$ cat src/window_avg_max_min_reducer_unit_macros.svh
// Assertion macros for the window reducer.
// Included by the RTL files that carry concurrent assertions; no other dependencies.
`ifndef WINDOW_AVG_MAX_MIN_REDUCER_UNIT_MACROS_SVH
`define WINDOW_AVG_MAX_MIN_REDUCER_UNIT_MACROS_SVH
`ifndef ASSERT_OFF
// Checked property with the synchronous reset as the disable condition.
`define WAMR_ASSERT(lbl, clk_sig, rst_sig, prop) \
  lbl: assert property (@(posedge clk_sig) disable iff (rst_sig) prop) \
    else $error("window reducer assertion failed");
// Checked property that must hold during reset as well.
`define WAMR_ASSERT_ALWAYS(lbl, clk_sig, prop) \
  lbl: assert property (@(posedge clk_sig) prop) \
    else $error("window reducer assertion failed");
`else
`define WAMR_ASSERT(lbl, clk_sig, rst_sig, prop)
`define WAMR_ASSERT_ALWAYS(lbl, clk_sig, prop)
`endif
`endif

$ cat src/wamr_pkg.sv
// Shared types, constants and the code-to-voltage scaling for the window reducer.
// No dependencies.
`default_nettype none
package wamr_pkg;

  localparam int unsigned WINDOW = 10;

  localparam int unsigned CODE_W  = 10;
  localparam int unsigned VOLT_W  = 6;
  localparam int unsigned SUM_W   = 12;
  localparam int unsigned CNT_W   = 6;
  localparam int unsigned MODE_W  = 2;

  localparam int unsigned SCALE_NUM  = 33;
  localparam int unsigned SCALE_DEN  = 1023;
  localparam int unsigned SCALE_SH   = 10;
  localparam int unsigned PROD_W     = 16;

  localparam logic [VOLT_W-1:0] MIN_RESET  = VOLT_W'(SCALE_NUM);
  localparam logic [CNT_W-1:0]  LAST_COUNT = CNT_W'(WINDOW - 1);

  // Reciprocal for the division of the window sum by WINDOW.
  localparam int unsigned DIV_SHIFT = 24;
  localparam int unsigned RECIP_W   = DIV_SHIFT + 1;
  localparam logic [RECIP_W-1:0] AVG_RECIP =
    RECIP_W'(((64'd1 << DIV_SHIFT) + 64'(WINDOW) - 64'd1) / 64'(WINDOW));
  localparam int unsigned AVG_PROD_W = SUM_W + RECIP_W;

  localparam logic [MODE_W-1:0] MODE_AVG = 2'd0;
  localparam logic [MODE_W-1:0] MODE_MAX = 2'd1;
  localparam logic [MODE_W-1:0] MODE_MIN = 2'd2;

  typedef struct packed {
    logic              valid;
    logic [VOLT_W-1:0] volts;
  } sample_t;

  // (code * 33) / 1023. The denominator is one less than 2**10, so the
  // remainder after a shift is the low bits plus the quotient, and it stays
  // below twice the denominator: one compare corrects the quotient.
  function automatic logic [VOLT_W-1:0] scale_code(input logic [CODE_W-1:0] code);
    logic [PROD_W-1:0]     prod;
    logic [VOLT_W-1:0]     q0;
    logic [SCALE_SH:0]     rem;
    prod = PROD_W'(code) * PROD_W'(SCALE_NUM);
    q0   = prod[SCALE_SH +: VOLT_W];
    rem  = {1'b0, prod[SCALE_SH-1:0]} + (SCALE_SH + 1)'(q0);
    if (rem >= (SCALE_SH + 1)'(SCALE_DEN)) begin
      scale_code = q0 + VOLT_W'(1);
    end else begin
      scale_code = q0;
    end
  endfunction

endpackage
`default_nettype wire

$ cat src/wamr_scale.sv
// Input stage: registers each accepted item as a scaled voltage.
// Depends on wamr_pkg.
`default_nettype none
module wamr_scale
  import wamr_pkg::*;
(
  input  wire logic              clk,
  input  wire logic              rst,
  input  wire logic              in_valid,
  output      logic              in_stall,
  input  wire logic [CODE_W-1:0] sample_code,
  output      sample_t           stage,
  input  wire logic              stage_stall
);

  logic              s1_valid;
  logic [VOLT_W-1:0] s1_volts;

  // The stage only holds when it carries an item that the next stage refuses.
  assign in_stall = s1_valid && stage_stall;

  always_ff @(posedge clk) begin
    if (rst) begin
      s1_valid <= 1'b0;
    end else if (!in_stall) begin
      s1_valid <= in_valid;
    end
  end

  always_ff @(posedge clk) begin
    if (!in_stall && in_valid) begin
      s1_volts <= scale_code(sample_code);
    end
  end

  assign stage.valid = s1_valid;
  assign stage.volts = s1_volts;

endmodule
`default_nettype wire

$ cat src/wamr_accum.sv
// Window accumulators, mode register and result register.
// Depends on wamr_pkg and the assertion macros header.
`include "window_avg_max_min_reducer_unit_macros.svh"
`default_nettype none
module wamr_accum
  import wamr_pkg::*;
(
  input  wire logic              clk,
  input  wire logic              rst,
  input  wire logic              cfg_wr_en,
  input  wire logic [MODE_W-1:0] cfg_wr_data,
  input  wire sample_t           stage,
  output      logic              stage_stall,
  output      logic              out_valid,
  input  wire logic              out_stall,
  output      logic [VOLT_W-1:0] window_value
);

  logic [MODE_W-1:0]     reduce_mode;
  logic [SUM_W-1:0]      running_sum;
  logic [CNT_W-1:0]      sample_count;
  logic [VOLT_W-1:0]     running_max;
  logic [VOLT_W-1:0]     running_min;

  logic [SUM_W-1:0]      sum_next;
  logic [VOLT_W-1:0]     max_next;
  logic [VOLT_W-1:0]     min_next;
  logic [AVG_PROD_W-1:0] avg_prod;
  logic [VOLT_W-1:0]     result_next;
  logic                  closing;
  logic                  consume;

  assign closing     = (sample_count == LAST_COUNT);
  // Only the closing item needs the result register, so only it can be held.
  assign stage_stall = closing && out_valid && out_stall;
  assign consume     = stage.valid && !stage_stall;

  assign sum_next = running_sum + SUM_W'(stage.volts);
  assign max_next = (stage.volts > running_max) ? stage.volts : running_max;
  assign min_next = (stage.volts < running_min) ? stage.volts : running_min;
  assign avg_prod = AVG_PROD_W'(sum_next) * AVG_PROD_W'(AVG_RECIP);

  always_comb begin
    case (reduce_mode)
      MODE_AVG: result_next = avg_prod[DIV_SHIFT +: VOLT_W];
      MODE_MAX: result_next = max_next;
      MODE_MIN: result_next = min_next;
      default:  result_next = '0;
    endcase
  end

  always_ff @(posedge clk) begin
    if (rst) begin
      reduce_mode <= MODE_MAX;
    end else if (cfg_wr_en) begin
      reduce_mode <= cfg_wr_data;
    end
  end

  always_ff @(posedge clk) begin
    if (rst) begin
      running_sum  <= '0;
      sample_count <= '0;
      running_max  <= '0;
      running_min  <= MIN_RESET;
    end else if (consume) begin
      if (closing) begin
        running_sum  <= '0;
        sample_count <= '0;
        running_max  <= '0;
        running_min  <= MIN_RESET;
      end else begin
        running_sum  <= sum_next;
        sample_count <= sample_count + CNT_W'(1);
        running_max  <= max_next;
        running_min  <= min_next;
      end
    end
  end

  always_ff @(posedge clk) begin
    if (rst) begin
      out_valid <= 1'b0;
    end else if (consume && closing) begin
      out_valid <= 1'b1;
    end else if (!out_stall) begin
      out_valid <= 1'b0;
    end
  end

  always_ff @(posedge clk) begin
    if (consume && closing) begin
      window_value <= result_next;
    end
  end

  `WAMR_ASSERT(a_count_in_window, clk, rst, sample_count <= LAST_COUNT)
  `WAMR_ASSERT(a_stall_needs_result, clk, rst, stage_stall |-> (out_valid && closing))
  `WAMR_ASSERT(a_close_clears, clk, rst, (consume && closing) |=> (sample_count == '0 && running_min == MIN_RESET && out_valid))
  `WAMR_ASSERT(a_count_steps, clk, rst, (consume && !closing) |=> (sample_count == $past(sample_count) + CNT_W'(1)))

endmodule
`default_nettype wire

$ cat src/window_avg_max_min_reducer_unit.sv
// Window reducer for 10-bit ADC codes: average, maximum or minimum per window.
// Top level; depends on wamr_pkg, wamr_scale and wamr_accum.
//
// Input channel: sample_code with in_valid; the block raises in_stall to hold
// an item back. Output channel: window_value with out_valid; the receiver
// raises out_stall to hold a result. An item moves at a clock edge where its
// valid is high and its stall is low.
// Each item is scaled to tenths of a volt and folded into the running sum,
// maximum and minimum; every WINDOW-th item closes the window and the result
// register takes its result. One item is taken per cycle unless in_stall.
// cfg_wr_en with cfg_wr_data sets reduce_mode (0 average, 1 maximum,
// 2 minimum, 3 gives zero); write it only while the block is idle.
// Synchronous reset clears both stages, empties the window and sets the
// mode to maximum. While out_stall holds a result, items keep flowing until
// the next window-closing item reaches the input register; that item then
// waits there and in_stall stays high until the held result is taken.
`default_nettype none
module window_avg_max_min_reducer_unit
  import wamr_pkg::*;
(
  input  wire logic              clk,
  input  wire logic              rst,
  input  wire logic              cfg_wr_en,
  input  wire logic [MODE_W-1:0] cfg_wr_data,
  input  wire logic              in_valid,
  output      logic              in_stall,
  input  wire logic [CODE_W-1:0] sample_code,
  output      logic              out_valid,
  input  wire logic              out_stall,
  output      logic [VOLT_W-1:0] window_value
);

  sample_t stage;
  logic    stage_stall;

  wamr_scale u_scale (
    .clk         (clk),
    .rst         (rst),
    .in_valid    (in_valid),
    .in_stall    (in_stall),
    .sample_code (sample_code),
    .stage       (stage),
    .stage_stall (stage_stall)
  );

  wamr_accum u_accum (
    .clk          (clk),
    .rst          (rst),
    .cfg_wr_en    (cfg_wr_en),
    .cfg_wr_data  (cfg_wr_data),
    .stage        (stage),
    .stage_stall  (stage_stall),
    .out_valid    (out_valid),
    .out_stall    (out_stall),
    .window_value (window_value)
  );

endmodule
`default_nettype wire
$ cat config.mk
export PLATFORM = sky130hd
export DESIGN_NAME = window_avg_max_min_reducer_unit
export DESIGN_NICKNAME = d
export VERILOG_FILES = /design/src/wamr_pkg.sv /design/src/wamr_scale.sv /design/src/wamr_accum.sv /design/src/window_avg_max_min_reducer_unit.sv
export VERILOG_INCLUDE_DIRS = /design/src /design/src/src
export SDC_FILE = /design/constraint.sdc
export NUM_CORES = 1
export LEC_CHECK = 0
export ABC_AREA = 1
export BUFFER_PORTS_ARGS = -buffer_cell sky130_fd_sc_hd__clkbuf_2
export CAP_MARGIN = 25
export CORE_MARGIN = 5
export CORE_UTILIZATION = 35
export CTS_BUF_LIST = sky130_fd_sc_hd__clkbuf_4 sky130_fd_sc_hd__clkbuf_8
export DETAILED_ROUTE_END_ITERATION = 8
export GPL_ROUTABILITY_DRIVEN = 0
export MAX_ROUTING_LAYER = met4
export SYNTH_ARGS = -nofsm -noshare
export SYNTH_HDL_FRONTEND = slang
export SYNTH_SLANG_ARGS = --single-unit
$ cat constraint.sdc
create_clock -name clk -period 7.66 [get_ports clk]
set_input_delay 0 -clock clk [delete_from_list [all_inputs] [get_ports clk]]
set_output_delay 0 -clock clk [all_outputs]
set_load 0.01 [all_outputs]
Yosys cells after proc, flatten, opt, wreduce, memory -nomap -nowiden

Cells that the tools add are included.

Add/sub/neg operators: 4
$mul: 2
$lt $le $gt $ge: 3
Equality and inequality tests: 4
Muxes and demuxes: 10
Reduce and logical (&&, ||, !) cells: 9

Operators with widths:

| kind                                                                    | count |
|---|---|
| 6-bit two-way mux                                                       | 6 |
| 12-bit by 20-bit multiplier with 29-bit output, second input constant   | 1 |
| 6-bit case mux with 3 select lines                                      | 1 |
| 10-bit by 6-bit multiplier with 16-bit output, second input constant    | 1 |
| 12-bit by 6-bit adder with 12-bit output                                | 1 |
| 6-bit by 1-bit adder with 6-bit output, second input constant           | 2 |
| 12-bit two-way mux                                                      | 1 |
| 10-bit by 6-bit adder with 11-bit output                                | 1 |
| 11-bit by 10-bit >= comparator with 1-bit output, second input constant | 1 |
| 6-bit by 4-bit equality test with 1-bit output, second input constant   | 1 |
| 6-bit > comparator                                                      | 1 |
| 1-bit logical AND                                                       | 6 |
| 6-bit less-than comparator                                              | 1 |
| 2-bit by 1-bit equality test with 1-bit output, second input constant   | 1 |
| 2-bit equality test, second input constant                              | 1 |
| 1-bit zero test                                                         | 2 |
| 2-bit zero test                                                         | 1 |
| 1-bit two-way mux                                                       | 2 |
| 2-bit by 1-bit != test with 1-bit output, second input constant         | 1 |

Flip-flop bits (word level): 46
Bits of input ports: 17
Output and inout port bits: 8
Word-level logic and storage cells: 41

Logic depth before layout (Yosys ltp)

Depth after elaboration: 7
Depth in mapped cells: 32
Depth with buffers taken out: 31

Hierarchy

Synthesis repeated with hierarchy kept, for this count alone.

Cell total of the unflattened synthesis: 955
Area, all modules: 6,688.9 µm²

Modules (own cells, without submodules):

| module     | instances | cells each | area an instance (µm²) | seq. area each (µm²) |
|---|---|---|---|---|
| wamr_accum | 1         | 794        | 5,566.6                | 840.8 |
| wamr_scale | 1         | 161        | 1,122.3                | 200.2 |

Worst setup path after synthesis

No wires, ideal clock.

Path type: reg-to-reg
From: register u_scale.s1_volts[3]
To: register u_accum.window_value[2] (data pin)
Setup time: 253 ps
Arrival time: 5,253 ps
Data required time: 7,407 ps
Setup slack: 2,154 ps
Stages on the path, launching flop included: 29
Path buffers: 1
Clock period less this slack: 5,506 ps
Cell sequence: edfxtp_1 ha_1 a21oi_1 o21ai_1 inv_1 nand2_1 or2_2 nand2_1 inv_1 ha_1 inv_1 fa_1 inv_1 fa_1 fa_1 inv_1 fa_1 inv_1 ha_1 buf_2 nand2_1 inv_1 nand2_1 nor3_1 nand3_1 nand3_1 nand2_1 nand3_1 nand2_1

Word-level cells in the longest chain between the ends: 3
Elaborated cells on any way between the ends: 7
Those cells by class: 1 x add/sub; 1 x mul; 2 x order compare; 3 x mux

Ends and longest elaborated chain:

| element                                                                      | RTL line         | RTL |
|---|---|---|
| start, declared                                                              | wamr_scale.sv:17 | `logic [VOLT_W-1:0] s1_volts;` |
| start signal, assigned                                                       | wamr_scale.sv:32 | `s1_volts <= scale_code(sample_code);` |
| 12-bit by 6-bit adder with 12-bit output, or another cell as far along       | wamr_accum.sv:38 | `assign sum_next = running_sum + SUM_W'(stage.volts);` |
| 12-bit by 20-bit multiplier with 29-bit output, or another cell as far along | wamr_accum.sv:41 | `assign avg_prod = AVG_PROD_W'(sum_next) * AVG_PROD_W'(AVG_RECIP);` |
| 6-bit case mux with 3 select lines (*)                                       | wamr_accum.sv:44 | `case (reduce_mode)` |
| via u_accum.result_next[2]                                                   | wamr_accum.sv:29 | `logic [VOLT_W-1:0] result_next;` |
| end signal, assigned                                                         | wamr_accum.sv:93 | `window_value <= result_next;` |
| end, declared                                                                | wamr_accum.sv:16 | `output logic [VOLT_W-1:0] window_value` |

The timed path passes the listed nets; every way through them passes the cells marked *.
A chain may end at the register's enable or synchronous reset.

Worst setup path after layout

From: register u_scale.s1_volts[2]
To: register u_accum.window_value[2] (data pin)

Same word-level chain as after synthesis.

==> metrics.yaml <==
outcome:
  status: "complete, no violations"
sta:
  period_minus_slack_ns: 6.11
  slew-limit-headroom_pct: 47.9
  fmax_mhz: 164
  worst_hold_slack_ns: 0.177
  drv_slew: 0
  hold_viol_final: 0
  tns_ns: 0
  rsz0062_at_grt: "no"
  finalSetupViolCount: 0
  worst_slew_pin_slew_ns: 0.781
  fin_crit_sh_pct: 79.7
  fin_skew_ns: 0.0123
die:
  num_rows: 50
  start_util_pct: 35.5
  core_um2: 18800
  dieWidth_um: 148
  die_h_um: 148
  die_area_um2: 21900
  ioPinCount: 25
yosys:
  syn_avg_cell_area_um2: 6.95
  synth_top_cell_by_area: "ha_1"
  synth-main-ff-cell: "dfxtp_1"
  synthesis.nets: 1132
  synth_area_um2: 6670
  ys_ff_latch: 46
  ys_warn_count: 0
  ys_seq_area_share_pct: 15.6
  synth-async-reset-ratio_pct: 0
  synth_edf_count: 12
  yosys.area.top_type_share_pct: 20.3
  synth_cells: 960
  synth_cell_types: 37
  synthTopCellsByArea: "ha_1, nand2_1, fa_1, inv_1, dfxtp_1"
setup_path:
  cp_slowest_cell: "fa_1"
  required_ns: 7.74
  cp_max_fo: 8
  critPathMaxStageDelay_ns: 0.52
  path_common_cell: "nand2_1"
  arrival_ns: 6.18
  critPathTopFamily: "adder cells"
  start_kind: "register"
  critPathBufInv: 6
  path_class: "reg -> reg"
  critPathCaptureType: "register"
final_layout:
  n_antenna_cell: 0
  fin_cells: 1228
  area_growth_syn_to_layout_pct: 8.61
  drive_above_1_share_pct: 6.44
  utilization_pct: 38.6
  final_common_cell: "nand2_1"
  num-fill-cells: 1991
  final_cell_mix: "nand2_1, inv_1, ha_1"
  nets: 1165
  final_area_um2: 7250
routing:
  vias: 5848
  drt-pass1-iter-count: 5
  routedWlPerCell_um: 12.6
  drc_errors: 0
  drt_iter0_drc: 270
  routed_via_density: 4.76
  wl_um: 15500
  ant_nets: 0
global_route:
  grtUsageTotal_pct: 15.1
  first_global_vias: 5722
  antenna_found_initial: 0
  grt_pass1_wl_um: 27000
  grt-ovfl-total: 0
  grt_start_max_net_pins: 31
clock_tree:
  cts_tree: "built"
  post_cts_resize_count: 0
  cts_buffer_depth: 2
  numCtsBuffers: 5
  root_buffer: "clkbuf_8"
  clock-sinks: 46
  clk_latency_ns: 0.31
  htree_levels: 2
  clk_pin_slew_ns: 0.09
  cts_setup_buffers: 0
power:
  p_int_w: 0.00119
  clock_power_share_pct: 6.5
  switchingPower_w: 0.00166
  power.density_nw_per_um2: 393
  combinationalPowerShare_pct: 83.7
  vdd_drop_max_uv: 228
  p_leak_nw: 3.97
  swShare_pct: 58.2
  power_frac_seq_pct: 9.8
place:
  post-dp-hpwl_um: 13400
  dpl_cell_area_um2: 7060
  dpl.cell_count: 1213
  port_buffers: 24
job:
  maxCapViolCount: 0
min_path:
  worst_hold_path_type: "in -> reg"
==> sequential cells by signal, summed over array words and instances (netlist names) <==
| name | count |
|---|---|
| u_accum.reduce_mode | 2 |
| u_scale.s1_volts | 6 |
| u_accum.running_sum | 12 |
| u_accum.out_valid | 1 |
| u_accum.sample_count | 6 |
| u_accum.running_min | 6 |
| u_scale.s1_valid | 1 |
| u_accum.running_max | 6 |
| u_accum.window_value | 6 |
==> cells in the mapped netlist, types with 8 or more instances <==
cell type,n
a21oi_1,51
a21oi_2,10
dfxtp_1,34
edfxtp_1,12
fa_1,47
ha_1,108
inv_1,221
nand2_1,257
nand3_1,76
nand4_1,15
nor2_1,52
nor3_1,8
o21ai_0,11
==> what timing repair did <==
| action | 4_1_cts | 5_1_grt |
|---|---|---|
| hold buffers | 7 | 0 |
| setup endpoints to repair | 0 | 0 |
| endpoints found under the hold margin | 4 | 0 |
==> tightest hold or removal path, stage by stage <==
cell	delay (ns)
clkbuf_2	0.12
xor2_1	0.07
nand3_1	0.07
nand2_1	0.05
==> power by group through the flow <==
stage                     Sequential (W)  Combinational (W)  Clock, W
after floorplan                 0.000281            0.00179         0
after global placement          0.000284            0.00237         0
after detailed placement        0.000284            0.00237         0
after CTS                       0.000279            0.00239  0.000194
after global routing            0.000281            0.00277  0.000204
final                           0.000279            0.00238  0.000187
==> layout make-up <==
class / count / area (um2) / area share [%]
clock buffer: 6 / 76.3 / 1.05
clock inverter: 2 / 37.5 / 0.518
inverter: 223 / 837 / 11.6
multi-input combinational: 682 / 4740 / 65.4
sequential: 46 / 1040 / 14.4
tap: 234 / 293 / 4.04
timing repair buffer: 35 / 220 / 3.04
==> final timing paths <==
kind	slack, ns	end	cells past startpoint	start
max	1.55	u_accum.window_value[2]$_DFFE_PP_	27	u_scale.s1_volts[2]$_DFFE_PP_
min reg2reg	0.47	u_accum.running_max[2]$_SDFFE_PP0P_	2	u_accum.running_max[2]$_SDFFE_PP0P_
min	0.18	u_scale.s1_volts[4]$_DFFE_PP_	4	sample_code[9]
max reg2reg	1.55	u_accum.window_value[2]$_DFFE_PP_	27	u_scale.s1_volts[2]$_DFFE_PP_
==> layer usage <==
metal,up-vias,track usage (%),share of wire (%)
met5,-,-,0
li1,3066,-,-
met3,23,1.22,2.6
met4,0,3.83,2.1
met2,95,25.3,46
met1,2664,19.9,49
==> cell families after synthesis <==
| logic type | count (synthesis) | synth area share [%] |
|---|---|---|
| AOI/OAI and AO/OA | 83 | 7.16 |
| xor gates and xnor gates | 14 | 1.95 |
| adders and majority gates | 155 | 34.4 |
| buffers and inverters | 232 | 13.3 |
| DFF | 46 | 15.6 |
| and+or+nand+nor | 430 | 27.6 |
==> per-stage QoR <==
stage          power (W)  worst slack (ns)
6_report         0.00285              1.55
4_1_cts          0.00287              1.57
5_1_grt          0.00325              1.17
3_3_place_gp     0.00265              1.58
3_5_place_dp     0.00266              1.57
2_1_floorplan    0.00207              2.15
Power figures use the tool's default switching activity.
